$ cat src/design/kvrws_pkg.sv
// ----------------------------------------------------------------------------
// kvrws_pkg
// Constants, header word positions and helper functions for the key-value
// response word serializer.
// ----------------------------------------------------------------------------
package kvrws_pkg;

   localparam int VALUE_BYTES_MAX = 128;
   localparam int BUF_WORDS       = (VALUE_BYTES_MAX + 3) / 4;
   localparam int ADDR_W          = (BUF_WORDS > 1) ? $clog2(BUF_WORDS) : 1;
   localparam int MAX_WORDS       = 7 + BUF_WORDS;
   localparam int CNT_W           = $clog2(MAX_WORDS);

   localparam logic [7:0] MAGIC_RESPONSE = 8'd129;
   localparam logic [7:0] OPCODE_GET     = 8'd0;
   localparam logic [7:0] HEADER_BYTES   = 8'd24;
   localparam logic [7:0] EXTRAS_BYTES   = 8'd4;
   localparam logic [7:0] MISS_BYTES     = 8'd9;
   localparam logic [7:0] STATUS_MISS    = 8'd1;
   localparam logic [3:0] KEEP_ALL       = 4'd15;
   localparam logic [31:0] EXTRAS_WORD   = {8'd239, 8'd190, 8'd173, 8'd222};
   localparam logic [7:0] VLEN_MAX       = 8'(VALUE_BYTES_MAX);

   // output word positions within a packet
   localparam logic [CNT_W-1:0] WORD_MAGIC  = CNT_W'(0);
   localparam logic [CNT_W-1:0] WORD_STATUS = CNT_W'(1);
   localparam logic [CNT_W-1:0] WORD_BODY   = CNT_W'(2);
   localparam logic [CNT_W-1:0] WORD_OPAQUE = CNT_W'(3);
   localparam logic [CNT_W-1:0] WORD_CAS_HI = CNT_W'(4);
   localparam logic [CNT_W-1:0] WORD_CAS_LO = CNT_W'(5);
   localparam logic [CNT_W-1:0] WORD_EXTRAS = CNT_W'(6);
   localparam logic [CNT_W-1:0] WORD_VALUE  = CNT_W'(7);
   localparam logic [CNT_W-1:0] WORD_MISS_LAST = CNT_W'(8);

   // "Not found", four bytes a word, first byte in bits 7:0
   function automatic logic [31:0] miss_word(input logic [1:0] idx);
      logic [31:0] w;
      case (idx)
         2'd0:    w = {8'd32, 8'd116, 8'd111, 8'd78};
         2'd1:    w = {8'd110, 8'd117, 8'd111, 8'd102};
         2'd2:    w = {24'd0, 8'd100};
         default: w = 32'd0;
      endcase
      return w;
   endfunction

   function automatic logic [3:0] keep_from_rem(input logic [7:0] rem);
      logic [3:0] k;
      case (rem)
         8'd0:    k = 4'b0000;
         8'd1:    k = 4'b0001;
         8'd2:    k = 4'b0011;
         8'd3:    k = 4'b0111;
         default: k = 4'b1111;
      endcase
      return k;
   endfunction

   function automatic logic [31:0] lane_mask(input logic [3:0] keep);
      return {{8{keep[3]}}, {8{keep[2]}}, {8{keep[1]}}, {8{keep[0]}}};
   endfunction

   function automatic logic [31:0] swap_bytes(input logic [31:0] v);
      return {v[7:0], v[15:8], v[23:16], v[31:24]};
   endfunction

endpackage

$ cat src/design/kv_response_word_serializer_top.sv
// ----------------------------------------------------------------------------
// kv_response_word_serializer_top
// Frames binary key-value cache responses as a stream of 32-bit words.
// ----------------------------------------------------------------------------
// Usage:
//   A transaction is taken when start is high and busy is low.
//   req_mode = 0 writes req_word_bytes into value buffer word req_word_index;
//   busy stays low and nothing is sent.
//   req_mode = 1 sends one response packet. busy rises the next cycle and
//   one word leaves per cycle on the rsp_ ports, marked by rsp_valid:
//   6 header words, then for a GET hit the extras word and ceil(len/4)
//   value words (len held to VALUE_BYTES_MAX), for a GET miss three
//   "Not found" words, else nothing.
//   A packet is 6 to 7 + VALUE_BYTES_MAX/4 words. busy is high while those
//   words go out and falls after the word that carries rsp_last_word, so
//   the next transaction can be taken in the cycle after that word.
//   The word counter of the sequencer ends the packet; value words come
//   from the buffer memory through its single registered read port, which
//   is addressed one word ahead.
//   The receiver cannot stall: each word is valid for one cycle only.
//   Reset clears only the busy flag of the sequencer; the value buffer is
//   not cleared, so a hit must only cover words that were loaded.
// ----------------------------------------------------------------------------
module kv_response_word_serializer_top
   import kvrws_pkg::*;
(
   input  logic        clock,
   input  logic        reset,
   input  logic        start,
   output logic        busy,
   input  logic        req_mode,
   input  logic [4:0]  req_word_index,
   input  logic [31:0] req_word_bytes,
   input  logic [7:0]  req_request_opcode,
   input  logic [31:0] req_request_opaque,
   input  logic        req_entry_found,
   input  logic [7:0]  req_value_length,
   output logic        rsp_valid,
   output logic [31:0] rsp_out_word,
   output logic [3:0]  rsp_byte_keep,
   output logic        rsp_last_word,
   output logic [7:0]  rsp_payload_length
);

   logic [31:0] value_mem [BUF_WORDS];
   logic [31:0] rd_data_ff;
   logic [ADDR_W-1:0] rd_addr;

   logic             busy_ff, busy_in;
   logic [CNT_W-1:0] cnt_ff, cnt_in;
   logic [CNT_W-1:0] last_ff, last_in;
   logic [7:0]       rem_ff, rem_in;
   logic [7:0]       opcode_ff, opcode_in;
   logic [31:0]      opaque_ff, opaque_in;
   logic             hit_ff, hit_in;
   logic             miss_ff, miss_in;
   logic [7:0]       body_ff, body_in;

   logic             accept, load_acc, resp_acc;
   logic             is_get;
   logic [7:0]       vlen_sat;
   logic [8:0]       vlen_round;
   logic [CNT_W-1:0] value_words;
   logic [CNT_W-1:0] miss_idx;
   logic             body_phase;
   logic [CNT_W-1:0] addr_full;

   assign accept   = start && !busy_ff;
   assign load_acc = accept && !req_mode;
   assign resp_acc = accept && req_mode;

   assign is_get      = (req_request_opcode == OPCODE_GET);
   assign vlen_sat    = (req_value_length > VLEN_MAX) ? VLEN_MAX : req_value_length;
   assign vlen_round  = 9'(vlen_sat) + 9'd3;
   assign value_words = CNT_W'(vlen_round >> 2);

   // value buffer: one write port, one registered read port
   always_ff @(posedge clock) begin
      if (load_acc && (32'(req_word_index) < 32'(BUF_WORDS))) begin
         value_mem[ADDR_W'(req_word_index)] <= req_word_bytes;
      end
   end

   // fetch one word ahead: the word read now goes out at the next count
   assign addr_full = cnt_ff - WORD_EXTRAS;
   assign rd_addr   = addr_full[ADDR_W-1:0];

   always_ff @(posedge clock) begin
      rd_data_ff <= value_mem[rd_addr];
   end

   assign body_phase = hit_ff ? (cnt_ff >= WORD_VALUE) : (miss_ff && (cnt_ff >= WORD_EXTRAS));

   always_comb begin
      busy_in   = busy_ff;
      cnt_in    = cnt_ff;
      last_in   = last_ff;
      rem_in    = rem_ff;
      opcode_in = opcode_ff;
      opaque_in = opaque_ff;
      hit_in    = hit_ff;
      miss_in   = miss_ff;
      body_in   = body_ff;
      if (resp_acc) begin
         busy_in   = 1'b1;
         cnt_in    = WORD_MAGIC;
         opcode_in = req_request_opcode;
         opaque_in = req_request_opaque;
         hit_in    = is_get && req_entry_found;
         miss_in   = is_get && !req_entry_found;
         if (is_get && req_entry_found) begin
            last_in = WORD_EXTRAS + value_words;
            rem_in  = vlen_sat;
            body_in = EXTRAS_BYTES + vlen_sat;
         end else if (is_get) begin
            last_in = WORD_MISS_LAST;
            rem_in  = MISS_BYTES;
            body_in = MISS_BYTES;
         end else begin
            last_in = WORD_CAS_LO;
            rem_in  = 8'd0;
            body_in = 8'd0;
         end
      end else if (busy_ff) begin
         cnt_in = cnt_ff + CNT_W'(1);
         if (body_phase) begin
            rem_in = rem_ff - 8'd4;
         end
         if (cnt_ff == last_ff) begin
            busy_in = 1'b0;
         end
      end
   end

   always_ff @(posedge clock) begin
      if (reset) begin
         busy_ff <= 1'b0;
      end else begin
         busy_ff <= busy_in;
      end
   end

   always_ff @(posedge clock) begin
      cnt_ff    <= cnt_in;
      last_ff   <= last_in;
      rem_ff    <= rem_in;
      opcode_ff <= opcode_in;
      opaque_ff <= opaque_in;
      hit_ff    <= hit_in;
      miss_ff   <= miss_in;
      body_ff   <= body_in;
   end

   assign miss_idx = cnt_ff - WORD_EXTRAS;

   always_comb begin
      rsp_byte_keep = KEEP_ALL;
      case (cnt_ff)
         WORD_MAGIC:  rsp_out_word = {16'd0, opcode_ff, MAGIC_RESPONSE};
         WORD_STATUS: rsp_out_word = {(miss_ff ? STATUS_MISS : 8'd0), 16'd0,
                                      (hit_ff ? EXTRAS_BYTES : 8'd0)};
         WORD_BODY:   rsp_out_word = {body_ff, 24'd0};
         WORD_OPAQUE: rsp_out_word = swap_bytes(opaque_ff);
         WORD_CAS_HI: rsp_out_word = 32'd0;
         WORD_CAS_LO: rsp_out_word = 32'd0;
         default: begin
            if (hit_ff && (cnt_ff == WORD_EXTRAS)) begin
               rsp_out_word = EXTRAS_WORD;
            end else begin
               // drop unkept lanes on a partial final word
               rsp_byte_keep = keep_from_rem(rem_ff);
               rsp_out_word  = (hit_ff ? rd_data_ff : miss_word(miss_idx[1:0]))
                               & lane_mask(keep_from_rem(rem_ff));
            end
         end
      endcase
   end

   assign busy               = busy_ff;
   assign rsp_valid          = busy_ff;
   assign rsp_last_word      = (cnt_ff == last_ff);
   assign rsp_payload_length = HEADER_BYTES + body_ff;

   a_last_ends: assert property (@(posedge clock) disable iff (reset)
      rsp_valid && rsp_last_word |=> !rsp_valid)
      else $error("word stream continues after last word");

   a_no_gap: assert property (@(posedge clock) disable iff (reset)
      rsp_valid && !rsp_last_word |=> rsp_valid)
      else $error("packet interrupted before last word");

   a_magic_first: assert property (@(posedge clock) disable iff (reset)
      start && !busy && req_mode |=> rsp_valid && (rsp_out_word[7:0] == MAGIC_RESPONSE))
      else $error("packet does not open with magic byte");

   a_partial_last: assert property (@(posedge clock) disable iff (reset)
      rsp_valid && (rsp_byte_keep != KEEP_ALL) |-> rsp_last_word && (rsp_byte_keep != 4'd0))
      else $error("partial keep on a word that is not last");

   a_plen_stable: assert property (@(posedge clock) disable iff (reset)
      rsp_valid && !rsp_last_word |=> $stable(rsp_payload_length))
      else $error("payload length changed within a packet");

endmodule
$ cat config.mk
export PLATFORM = sky130hd
export DESIGN_NAME = kv_response_word_serializer_top
export DESIGN_NICKNAME = d
export VERILOG_FILES = /design/src/design/kvrws_pkg.sv /design/src/design/kv_response_word_serializer_top.sv
export SDC_FILE = /design/constraint.sdc
export NUM_CORES = 1
export LEC_CHECK = 0
export BUFFER_PORTS_ARGS = -buffer_cell sky130_fd_sc_hd__buf_2
export CAP_MARGIN = 20
export CORE_MARGIN = 3
export CORE_UTILIZATION = 34
export DETAILED_ROUTE_END_ITERATION = 8
export GPL_TIMING_DRIVEN = 0
export MAX_ROUTING_LAYER = met4
export PLACE_DENSITY_LB_ADDON = 0.2
export SYNTH_ARGS = -nofsm -noshare
export SYNTH_HDL_FRONTEND = slang
export SYNTH_SLANG_ARGS = --single-unit
$ cat constraint.sdc
create_clock -name clock -period 8.2 [get_ports clock]
set_clock_uncertainty 0.15 [all_clocks]
set_input_delay 0.82 -clock clock [delete_from_list [all_inputs] [get_ports clock]]
set_output_delay 0.82 -clock clock [all_outputs]
set_load 0.01 [all_outputs]
==> out/qor.csv <==
stage,metric,value,unit
status,status,completed,
hold_path,Hold WC Path Type,in -> reg,
power_and_ir_drop,Cell Int Power,10900,uW
clock_network,Post-CTS Resized,0,
critical_path,Crit path top cell by count,clkbuf_1,
timing,Max Clk Rate,0.168,GHz
power_and_ir_drop,VDD IR max,177,uV
timing,setup TNS,0,ns
critical_path,Worst Path Required,7.23,ns
critical_path,CP Class,reg -> out,
synthesis,async set-reset flop share out of synthesis,0,%
drt,DR vias,23300,
power_and_ir_drop,switching share of power,30.0,%
timing,Final Max Slew Viols,0,
synthesis,Synth Flop Type,edfxtp_1,
placement,PortBufs,135,
synthesis,sequential share of the synthesized area,75.5,%
drt,initial detailed-routing violation count,2375,
cells_and_area,FILL cells,11500,
cells_and_area,area grow syn2layout,17.4,%
power_and_ir_drop,Switch Pwr,4660,uW
clock_network,Sink Count,1127,
clock_network,later-pin clock latency in the skew report,0.72,ns
synthesis,Post-Syn Nets,2397,
clock_network,TritonCTS clock tree,yes,
timing,Least-Margin Pin Slew,1.16,ns
drt,DR DRC count,0,
global_routing,first-pass GRT wire length,175000,microns
timing,Final Hold Vio Count,0,
placement,Placed Cells,4207,
placement,post-placement cell area,48500,sq um
timing,final setup violation count,0,
synthesis,"EDFF count, synth",1088,
timing,fin crit period,5.95,ns
floorplanning,die width,367,microns
global_routing,vias in the first global route,23900,
clock_network,hold_buf cts,0,
floorplanning,Initial Utilization,34.5,%
critical_path,Slowest Stage Delay on Critical Path,0.90,ns
power_and_ir_drop,Clock Power Share,32.1,%
critical_path,reg2reg setup slack,4.33,ns
critical_path,CP Cell Sequence,inv_1 -> buf_2 -> clkbuf_1 -> ha_1 -> clkbuf_1 -> nor2_1 -> o21bai_1 -> clkbuf_1 -> a31oi_1 -> o21ai_0 -> buf_2,
placement,DP HPWL,83300,microns
timing,RSZ-0062 raised after global routing,no,
critical_path,element type at the critical path end,primary output,
clock_network,Max Buffers Root-to-Sink,3,
global_routing,initial antenna violation count,5,
synthesis,most numerous cell in the Yosys netlist,edfxtp_1,
cells_and_area,Layout Cells excl Fill,4410,
placement,pre-CTS WS,3.00,ns
drt,vias per std cell,5.28,
drt,DR pass1 iterations,7,
drt,Routed Antenna Nets,0,
critical_path,CP Data Arrival Time,4.98,ns
run,Max Cap Viol,0,
synthesis,Mapped Avg Cell Area,19.3,sq um
floorplanning,Total Die Area,135000,sq um
power_and_ir_drop,Leak Pwr,0.0165,uW
cells_and_area,final net count,2697,
drt,Routed wire per std cell,28.1,microns
clock_network,H-tree levels,3,
clock_network,total CTS buffers,115,
power_and_ir_drop,Combinational Power Share,25.9,%
floorplanning,# rows,131,
synthesis,top cell type by total area after synthesis,edfxtp_1,
synthesis,Syn Inst Count,2295,
cells_and_area,final instance area,52000,sq um
global_routing,largest net degree at the start of global routing,66,
timing,Slew HR,22.8,%
clock_network,clock-pin transition on the worst setup and hold timing paths,0.06,ns
synthesis,Netlist cell types,62,
floorplanning,Core ar.,129000,sq um
power_and_ir_drop,PwrDens,298,nW/um^2
timing,fin worst setup slack,2.25,ns
floorplanning,Chip Height,367,microns
clock_network,setup bufs post-CTS,0,
synthesis,Syn. warnings,0,
floorplanning,IO Pins,137,
placement,gpl congestion,0.883,
cells_and_area,layout cells sized above 1,27.2,%
global_routing,total grt overflow,0,
global_routing,Total GRT Usage,18.6,%
synthesis,synth top area cells,"edfxtp_1 74%, mux4_2 6.5%, mux2i_1 3.7%",
drt,Total Wirelength,124000,microns
synthesis,Mapped Area,44300,sq um
synthesis,Commonest cells post-synth,"1088 x edfxtp_1, 163 x mux2i_1, 129 x mux2_2, 128 x mux4_2, 110 x nand2_1",
critical_path,CP Max Fanout,11,
power_and_ir_drop,register share of total power,42.0,%
synthesis,Yosys top cell area share,73.7,%
timing,final worst path period share,72.5,%
synthesis,Synth Register Bits,1127,
clock_network,clk root buf,clkbuf_16,
critical_path,Worst path slowest cell,clkbuf_1,
timing,hold_ws,0.134,ns
critical_path,Critical Path Source Type,register,
[per-stage QoR]
step / utilization [%] / total power [uW]
3_3_place_gp: 36.7 / 10600
3_5_place_dp: 37.7 / 10700
4_1_cts: 40.5 / 15600
5_1_grt: 40.5 / 16100
2_1_floorplan: - / 9090
6_report: 40.5 / 15500
[sequential cells by signal, indices dropped and copies added (netlist names)]
signal,count
value_mem,1024
busy,1
cnt_ff,6
last_ff,6
opcode_ff,8
rem_ff,8
hit_ff,1
opaque_ff,32
miss_ff,1
body_ff,8
rd_data_ff,32
[worst max-delay path: cells and delay by family, from the launching register on]
| family | cells | cell delay, ns |
|---|---|---|
| AO/OA/AOI/OAI | 3 | 0.96 |
| adder cells (fa/ha/maj) | 1 | 0.30 |
| buffers and inverters | 6 | 2.42 |
| flip-flops | 1 | 0.45 |
| AND/OR/NAND/NOR | 1 | 0.12 |
[cell usage in the layout, fill, tap and decap left out, types with 18 or more instances in the layout]
cell type,count
mux4_2,128
dfxtp_1,39
buf_4,29
mux2_2,129
nor2_4,32
mux2i_1,163
clkbuf_16,117
nand2_1,110
nor2_1,22
nand2b_1,22
a221oi_2,18
a221o_1,64
o21ai_0,25
buf_2,171
a22oi_1,27
buf_12,25
edfxtp_1,1088
a32o_1,35
o22ai_1,66
nand3_1,22
clkbuf_1,88
buf_16,19
clkinv_1,23
[power by group through the flow]
stage                     clock (uW)  sequential [uW]  combinational [uW]
after floorplan                    0             6590                2500
after global placement             0             6650                3990
after detailed placement           0             6650                4030
after CTS                       5080             6520                4040
after global routing            5300             6520                4260
final                           4980             6520                4010
[layout make-up]
cell class / count / area [sq um] / area share, %
antenna: 4 / 10.0 / 0.0192
buffer: 141 / 769 / 1.48
clock buffer: 153 / 3140 / 6.04
clock inverter: 46 / 382 / 0.734
inverter: 12 / 45.0 / 0.0866
multi-input combinational: 1015 / 10300 / 19.8
sequential: 1127 / 33500 / 64.3
tap: 1729 / 2160 / 4.16
timing repair buffer: 183 / 1750 / 3.36
[routing by layer]
metal  vias to the layer above  global-route usage (%)  wire [microns]
li1                      10000                       -               -
met1                     12200                    25.1           54300
met2                       841                    29.3           58500
met3                       176                    3.63            8250
met4                         0                    4.53            2960
met5                         -                       -               0
[path summary, 6_finish.rpt]
check                         start                          to  depth (start not counted)
max reg2reg         busy$_SDFF_PP0_  value_mem[2][24]$_DFFE_PP_                          5
max          cnt_ff[0]$_SDFFE_PP0P_            rsp_out_word[13]                         11
min          req_request_opaque[30]     opaque_ff[30]$_DFFE_PP_                          1
min reg2reg  cnt_ff[5]$_SDFFE_PP0P_      cnt_ff[5]$_SDFFE_PP0P_                          2
[cell families (layout without fill, tap and decap cells)]
kind of cell,count (synthesis),in the layout,share of synthesized area (%)
other,0,4,0
AND/OR/NAND/NOR,257,257,2.72
multiplexers,420,420,13.5
buffers and inverters,153,535,1.83
XOR/XNOR,26,26,0.514
AO/OA/AOI/OAI,300,300,5.66
adder cells (fa/ha/maj),12,12,0.339
flip-flops,1127,1127,75.5
Note: power is estimated with default switching activity, not from simulation.
